<file path="src/rtl/slp_pkg.sv">
// ----------------------------------------------------------------------------
// slp_pkg
// Shared types and constants of the sample loop playback engine.
// ----------------------------------------------------------------------------
package slp_pkg;

  localparam int unsigned MEM_AW    = 17;
  localparam int unsigned MEM_DEPTH = 131072;
  localparam int unsigned SMP_W     = 16;
  localparam int unsigned POS_W     = 25;
  localparam int unsigned CFG_W     = 17;
  localparam int unsigned DIV_NW    = 32;
  localparam int unsigned DIV_DW    = 16;

  // ceil(2^31 / 255): x * RECIP_255 >> 31 equals x / 255 for any x below 2^24.
  localparam logic [23:0] RECIP_255 = 24'd8421505;

  typedef enum logic [1:0] {
    ACT_STORE   = 2'd0,
    ACT_PLAY    = 2'd1,
    ACT_RESTART = 2'd2,
    ACT_NONE    = 2'd3
  } action_t;

  typedef enum logic [2:0] {
    REG_LOOP_START   = 3'd0,
    REG_LOOP_END     = 3'd1,
    REG_TRIM_START   = 3'd2,
    REG_TRIM_END     = 3'd3,
    REG_REL_MARGIN   = 3'd4,
    REG_SAMPLE_LEN   = 3'd5,
    REG_LOOP_RAMP    = 3'd6,
    REG_FORMAT       = 3'd7
  } reg_idx_t;

  typedef enum logic [3:0] {
    S_IDLE,
    S_PLAN,
    S_DPP,
    S_DRM,
    S_DLL,
    S_XF,
    S_DW,
    S_RA,
    S_RD,
    S_MIX,
    S_FIN
  } state_t;

  typedef struct packed {
    logic              start;
    logic [DIV_NW-1:0] num;
    logic [DIV_DW-1:0] den;
  } div_req_t;

  typedef struct packed {
    logic              done;
    logic [DIV_NW-1:0] quot;
    logic [DIV_DW-1:0] rem;
  } div_rsp_t;

endpackage

</file>
<file path="src/rtl/slp_div.sv">
// ----------------------------------------------------------------------------
// slp_div
// Restoring divider, one quotient bit per cycle.
// ----------------------------------------------------------------------------
module slp_div (
  input  logic                 clk,
  input  logic                 rst_n,
  input  slp_pkg::div_req_t    req,
  output slp_pkg::div_rsp_t    rsp
);
  import slp_pkg::*;

  logic                busy_r, busy_nxt;
  logic                done_r, done_nxt;
  logic [5:0]          cnt_r, cnt_nxt;
  logic [DIV_NW-1:0]   quo_r, quo_nxt;
  logic [DIV_DW-1:0]   rem_r, rem_nxt;
  logic [DIV_DW-1:0]   den_r, den_nxt;
  logic [DIV_DW:0]     trial;

  always_comb begin
    busy_nxt = busy_r;
    done_nxt = 1'b0;
    cnt_nxt  = cnt_r;
    quo_nxt  = quo_r;
    rem_nxt  = rem_r;
    den_nxt  = den_r;
    trial    = {rem_r, quo_r[DIV_NW-1]};
    if (req.start) begin
      busy_nxt = 1'b1;
      cnt_nxt  = '0;
      quo_nxt  = req.num;
      rem_nxt  = '0;
      den_nxt  = req.den;
    end else if (busy_r) begin
      if (trial >= {1'b0, den_r}) begin
        rem_nxt = DIV_DW'(trial - {1'b0, den_r});
        quo_nxt = {quo_r[DIV_NW-2:0], 1'b1};
      end else begin
        rem_nxt = trial[DIV_DW-1:0];
        quo_nxt = {quo_r[DIV_NW-2:0], 1'b0};
      end
      cnt_nxt = cnt_r + 6'd1;
      if (cnt_r == 6'(DIV_NW - 1)) begin
        busy_nxt = 1'b0;
        done_nxt = 1'b1;
      end
    end
  end

  always_ff @(posedge clk) begin
    if (!rst_n) begin
      busy_r <= 1'b0;
      done_r <= 1'b0;
      cnt_r  <= '0;
    end else begin
      busy_r <= busy_nxt;
      done_r <= done_nxt;
      cnt_r  <= cnt_nxt;
    end
    quo_r <= quo_nxt;
    rem_r <= rem_nxt;
    den_r <= den_nxt;
  end

  assign rsp.done = done_r;
  assign rsp.quot = quo_r;
  assign rsp.rem  = rem_r;

endmodule

</file>
<file path="config.mk">
export PLATFORM = sky130hd
export DESIGN_NAME = slp_div
export DESIGN_NICKNAME = d
export VERILOG_FILES = /design/src/rtl/slp_pkg.sv /design/src/rtl/slp_div.sv
export SDC_FILE = /design/constraint.sdc
export NUM_CORES = 1
export LEC_CHECK = 0
export ABC_AREA = 1
export BUFFER_PORTS_ARGS = -buffer_cell sky130_fd_sc_hd__clkbuf_2
export CORE_ASPECT_RATIO = 0.8
export CORE_UTILIZATION = 35
export DETAILED_ROUTE_END_ITERATION = 12
export GPL_ROUTABILITY_DRIVEN = 0
export GPL_TIMING_DRIVEN = 1
export PLACE_DENSITY = 0.66
export SLEW_MARGIN = 10
export SYNTH_ARGS = -nofsm -noshare
export SYNTH_HDL_FRONTEND = slang
export SYNTH_SLANG_ARGS = --single-unit
</file>
<file path="constraint.sdc">
create_clock -name clk -period 2.9 [get_ports clk]
set_clock_uncertainty 0.2 [all_clocks]
set_input_delay 0.58 -clock clk [delete_from_list [all_inputs] [get_ports clk]]
set_output_delay 0.58 -clock clk [all_outputs]
set_load 0.02 [all_outputs]
</file>
==> reports/results.tsv, run 1 <==
stage	metric	value	unit
power_and_ir_drop	power_density	549.2	nW/um2
cts	clkTransAtPathRegs	0.05	ns
detailed_routing	num_vias	3637	
detailed_routing	antenna_left	0	
floorplanning	die_y	98.47	um
layout	final_common_cell	nand2_1	
sta	max_slew_margin	24.57	%
critical_path	startpoint_type	flop	
global_route	gr-usage-met2	27.44	%
detailed_routing	drc	0	
detailed_routing	drtIter0Drc	250	
sta	drv_slew	0	
critical_path	rr_worst_depth	9	
global_route	grt_pass1_wl	16790	um
cts	cts_setup_buffers	0	
placement	port_buffers	99	
cts	cts.sinks	72	
synth	ys_ff_latch	72	
power_and_ir_drop	power.leakage	2.710	nW
critical_path	worstReg2RegEnd	rem_r[11]	
cts	tritoncts	yes	
sta	setup_tns	0	ns
cts	cts_hold_buf	0	
flow_run	drv_cap	0	
critical_path	path_max_fanout	18	
critical_path	cp_common_cell	nand2_1	
critical_path	cp.required	2.97	ns
layout	antenna_cells	0	
critical_path	max_stage_delay	0.41	ns
synth	synth_top_area_share	35.40	%
placement	place_hpwl	7517	um
synth	yosysWarnings	0	
cts	cts_made_buffers	9	
floorplanning	coreArea	11100	um2
synth	netlist_instances	536	
sta	rsz0062_at_grt	no	
critical_path	slowest_stage	nor2_4	
layout	multi_input_area	1767	um2
synth	synth_area_leaders	edfxtp_1 35%, nand2_1 22%, dfxtp_1 12%	
sta	finalHoldViolCount	0	
critical_path	critPathKind	reg -> reg	
outcome	status	complete, no violations	
global_route	met3_usage	5.613	%
synth	synth_area_leader_cell	edfxtp_1	
global_route	grt_usage	18.26	%
floorplanning	start_util	36.67	%
floorplanning	die_w	122.6	um
global_route	first_global_vias	3544	
global_route	use_met1	23.77	%
sta	period_share	86.06	%
layout	seq_area	1922	um2
hold_path	holdCritStartpoint	req[10]	
global_route	antenna_found_initial	0	
cts	cts-root-buf	clkbuf_16	
placement	placed_area	4702	um2
global_route	grt_most_used_layer	met2	
hold_path	hold_path.class	in -> reg	
detailed_routing	vias_per_cell	4.639	
layout	fill_cells	1134	
sta	finalSetupViolations	0	
synth	syn-cell-area	4071	um2
detailed_routing	drt-pass1-iter-count	4	
global_route	grt_max_degree	42	
layout	fin_nets	704	
detailed_routing	wl_per_cell	13.07	um
critical_path	worstPathArrival	2.57	ns
floorplanning	ioPinCount	100	
layout	final_cell_mix	238 x nand2_1, 99 x clkbuf_2, 78 x inv_1, 48 x edfxtp_1, 42 x nand3_1	
synth	syn-num-nets	605	
cts	htree_levels	3	
critical_path	r2r-start	rem_r[13]	
hold_path	hold_depth	1	
synth	synthDistinctLibCells	33	
sta	min_period	2.496	ns
floorplanning	fp-row-count	34	
cts	clk_latency	0.33	ns
sta	worst_pin_slew	1.127	ns
detailed_routing	wirelength	10250	um
layout	syn2layout_area_growth	23.17	%
synth	synth.avg_cell_area	7.596	um2
critical_path	r2r_slack	0.40	ns
critical_path	critPathCaptureType	flop	
synth	seq_area_frac_synth	47.20	%
floorplanning	die-area	12070	um2
layout	drive_gt1_share	20.63	%
global_route	overflow	0	
sta	fmax	400.7	MHz
layout	design_area	5015	um2
cts	max-clock-path-buffers	2	
cts	cts_resized	0	
critical_path	path_delay_family	simple AND/OR/NAND/NOR gates	
critical_path	path_cells	ha_1, a21oi_1, o21a_1, nand2_2, nor2_4, nand2_4, nand2_1, nand3_1, nand2_1	
critical_path	crit_buf_inv	0	
power_and_ir_drop	fin_total_pwr	2.754	mW
hold_path	hold_end	den_r[10]	
power_and_ir_drop	vdd_drop_max	0.3032	mV
-- metrics by stage --
stage	util [%]	instances	hold WS, ns	worst slack, ns
after floorplan	-	536	0.2538	0.6931
after global placement	42.35	768	0.2704	0.4937
after detailed placement	42.35	768	0.2864	0.4596
after CTS	45.17	784	0.2113	0.4502
after global routing	45.17	784	0.2067	0.2770
final	45.17	784	0.2233	0.4043
-- cell families after synthesis --
group | count (synthesis) | share of synthesized area (%)
AOI/OAI and AO/OA | 20 | 2.704
xor gates and xnor gates | 6 | 1.291
adders and majority gates | 18 | 5.716
buffers and inverters | 97 | 9.403
DFF | 72 | 47.20
and+or+nand+nor | 323 | 33.68
-- worst max-delay path by stage --
| stage | startpoint | to | slack (ns) | cells past startpoint |
|---|---|---|---|---|
| 6_report | rem_r[13] | rem_r[11] | 0.40 | 9 |
| 5_1_grt | rem_r[13] | rem_r[5] | 0.28 | 9 |
| 4_1_cts | rem_r[13] | rem_r[13] | 0.45 | 9 |
| 3_5_place_dp | rem_r[13] | rem_r[15] | 0.46 | 9 |
| 3_3_place_gp | rem_r[13] | rem_r[13] | 0.49 | 9 |
| 2_1_floorplan | req[48] | quo_r[0] | 0.69 | 3 |
-- state kept, by name, indices dropped and copies added, names as in the netlist --
name,count
busy_r,1
done_r,1
quo_r,32
den_r,16
rem_r,16
cnt_r,6
-- per-layer routing --
metal | wire (um) | up-vias
li1 | - | 1876
met1 | 4865 | 1632
met2 | 4409 | 113
met3 | 692 | 16
met4 | 280 | 0
met5 | 0 | -
-- report_power, final --
part / internal (mW) / switching, mW
logic: 0.125 / 0.237
clock network: 0.749 / 0.427
registers: 1.18 / 0.0382
total: 2.05 / 0.702
-- layout make-up --
| type | count | share of cell area (%) |
|---|---|---|
| Sequential cell | 72 | 38.32 |
| Multi-Input combinational cell | 367 | 35.23 |
| Timing Repair Buffer | 103 | 10.48 |
| Clock inverter | 6 | 1.672 |
| Tap cell | 144 | 3.593 |
| Inverter | 82 | 6.138 |
| Clock buffer | 10 | 4.566 |
-- synthesized netlist by cell type (all sizes together) --
cell type / instances
nor3b: 1
o211ai: 1
xnor2: 5
o21a: 1
o21ai: 3
or2: 1
clkinv: 1
xor2: 1
clkbuf: 9
fa: 1
buf: 6
ha: 17
edfxtp: 48
a21oi: 12
nor2: 18
dfxtp: 24
nor3: 8
nand3b: 3
a31oi: 2
nand2: 245
nand4: 4
inv: 81
nand3: 43
o21bai: 1
(Power assumes the default switching activity.)
==> run 2, diff against run 1 <==
--- a/config.mk
+++ b/config.mk
@@ -6,13 +6,15 @@
 export NUM_CORES = 1
 export LEC_CHECK = 0
 export ABC_AREA = 1
-export BUFFER_PORTS_ARGS = -buffer_cell sky130_fd_sc_hd__clkbuf_2
 export CORE_ASPECT_RATIO = 0.8
+export CORE_MARGIN = 3
 export CORE_UTILIZATION = 35
 export DETAILED_ROUTE_END_ITERATION = 12
+export DONT_BUFFER_PORTS = 1
 export GPL_ROUTABILITY_DRIVEN = 0
 export GPL_TIMING_DRIVEN = 1
-export PLACE_DENSITY = 0.66
+export PLACE_DENSITY = 0.59
+export RECOVER_POWER = 25
 export SLEW_MARGIN = 10
 export SYNTH_ARGS = -nofsm -noshare
 export SYNTH_HDL_FRONTEND = slang
==> run 2 against run 1 <==
  * Worst setup slack got worse by 0.0036 ns
  * Non-clock buffer count fell by 88
  * Cell area down 7.8%
  * Clock-buffer cell count rose by 1
  * Utilization down 3.5 points
  * Register-to-register slack barely moved
  * Die area rose by 7.5%
  * Critical path depth down 2
  * Sequential share of layout area rose by 3.3 points
  * Global-route usage is 2.0 points lower
  * Critical endpoint is now quo_r[0]
  * Largest cell class unchanged
==> reports/results.tsv, run 2 (synthesized netlist as in run 1, its figures left out) <==
stage	metric	value	unit	change
outcome	status	complete, no violations		unchanged
cts	tritoncts	yes		unchanged
power_and_ir_drop	power_density	599.6	nW/um2	was 549.2 nW/um2
placement	port_buffers	0		was 99
sta	setup_slack	0.4006	ns	was 0.4043 ns
cts	cts_hold_buf	0		unchanged
layout	fin_cells	696		was 784
placement	place_ws	0.4206	ns	was 0.4596 ns
global_route	grt_max_degree	52		was 42
floorplanning	start_util	36.67	%	unchanged
global_route	overflow	0		unchanged
layout	design_area	4622	um2	was 5015 um2
cts	max-clock-path-buffers	2		unchanged
layout	largest_reg_flops	32		unchanged
detailed_routing	wl_per_cell	14.74	um	was 13.07 um
sta	period_share	86.18	%	was 86.06%
floorplanning	die-area	12970	um2	was 12,070 um2
critical_path	path_max_fanout	10		was 18
detailed_routing	drc	0		unchanged
sta	finalSetupViolations	0		unchanged
hold_path	hold_path.class	in -> reg		unchanged
floorplanning	ioPinCount	100		unchanged
detailed_routing	drt-met1-wl	4588	um	was 4865 um
cts	cts_resized	0		unchanged
floorplanning	die_y	102.5	um	was 98.47 um
cts	clkTransAtPathRegs	0.06	ns	was 0.05 ns
detailed_routing	met3_length	1102	um	was 692 um
detailed_routing	drtIter0Drc	124		was 250
flow_run	drv_cap	0		unchanged
floorplanning	die_w	126.6	um	was 122.6 um
global_route	first_global_vias	3266		was 3,544
cts	cts_made_buffers	9		unchanged
sta	worst_pin_slew	1.249	ns	was 1.127 ns
detailed_routing	wl_met2	4462	um	was 4409 um
floorplanning	coreArea	11100	um2	unchanged
sta	fmax	400.1	MHz	was 400.7 MHz
cts	clk_latency	0.34	ns	was 0.33 ns
cts	htree_levels	3		unchanged
detailed_routing	num_vias	3370		was 3,637
cts	cts_setup_buffers	0		unchanged
global_route	grt_usage	16.31	%	was 18.26%
sta	max_slew_margin	16.74	%	was 24.57%
detailed_routing	vias_per_cell	4.842		was 4.639
sta	drv_slew	0		unchanged
layout	syn2layout_area_growth	13.52	%	was 23.17%
critical_path	worstPathArrival	2.37	ns	was 2.57 ns
layout	fin_nets	616		was 704
sta	finalHoldViolCount	0		unchanged
power_and_ir_drop	vdd_drop_max	0.2952	mV	was 0.3032 mV
floorplanning	fp-row-count	34		unchanged
layout	antenna_cells	0		unchanged
global_route	antenna_found_initial	1		was 0
placement	placed_area	4289	um2	was 4702 um2
critical_path	cp.required	2.77	ns	was 2.97 ns
layout	top_regs	quo_r (32), den_r (16), rem_r (16)		unchanged
power_and_ir_drop	power.leakage	2.361	nW	was 2.710 nW
sta	setup_tns	0	ns	unchanged
critical_path	critPathKind	reg -> reg		unchanged
layout	final_common_cell	nand2_1		unchanged
layout	top_register	quo_r		unchanged
global_route	grt_pass1_wl	16650	um	was 16,790 um
critical_path	critPathCaptureType	flop		unchanged
layout	drive_gt1_share	7.971	%	was 20.63%
sta	min_period	2.499	ns	was 2.496 ns
layout	final_cell_mix	238 x nand2_1, 78 x inv_1, 48 x edfxtp_1, 42 x nand3_1, 24 x dfxtp_1		was 238 x nand2_1, 99 x clkbuf_2, 78 x inv_1, 48 x edfxtp_1, 42 x nand3_1
critical_path	startpoint_type	flop		unchanged
sta	rsz0062_at_grt	no		unchanged
detailed_routing	highest_layer	met5		was met4
cts	cts-root-buf	clkbuf_16		unchanged
detailed_routing	antenna_left	0		unchanged
cts	cts.sinks	72		unchanged
placement	dpl.cell_count	680		was 768
detailed_routing	wirelength	10260	um	was 10,250 um
placement	place_hpwl	7629	um	was 7517 um
detailed_routing	drt-pass1-iter-count	5		was 4
-- run 2: cell count changes in the layout (fill, tap and decap cells not counted), sizes merged --
cell,previous run,this run
clkinvlp,1,0
clkbuf,109,12
inv,81,82
bufinv,2,3
buf,4,14
clkinv,4,2
-- run 2: area by class of cell --
type	count	area, um2
sequential	72	1922
inverter	82	307.8
clock buffer	11	232.7
tap	144	180.2
multi-input combinational	367	1767
timing repair buffer	15	108.9
clock inverter	5	103.9
fill	1129	6481
-- run 2: path summary, 6_finish.rpt --
kind / from / to / slack, ns / cells after the start
worst max-delay path: rem_r[13] / quo_r[0] / 0.40 / 7
worst min-delay path: req[11] / den_r[11] / 0.13 / 0
worst max register to register: rem_r[13] / quo_r[0] / 0.40 / 7
worst min register to register: cnt_r[0] / cnt_r[0] / 0.29 / 1
-- run 2: power by group --
part	internal, mW	total, mW	leakage (nW)	switching, mW
clock	0.843	1.27	0.164	0.431
combinational	0.0731	0.214	1.52	0.141
sequential	1.18	1.28	0.679	0.103
total	2.10	2.77	2.36	0.675
-- run 2: metrics by stage --
stage	util [%]	hold WS, ns	power (mW)
global placement	38.63	0.2724	1.517
floorplan	-	0.2538	1.459
global route	41.63	0.1175	2.893
detailed placement	38.63	0.2804	1.522
CTS	41.66	0.1261	2.804
finish	41.63	0.1347	2.772
-- run 2: critical path: stages, from the launching register on --
cell and delay [ns]:
dfxtp_1 0.50, ha_1 0.34, a21oi_1 0.29, o21a_1 0.18
nand2_2 0.07, nor2_4 0.29, buf_4 0.25, a31oi_1 0.10
-- run 2: routing by layer --
layer | vias up | track usage (%)
met5 | - | 0
met4 | 2 | 4.617
met3 | 10 | 7.994
met2 | 142 | 24.55
met1 | 1510 | 20.91
li1 | 1706 | -
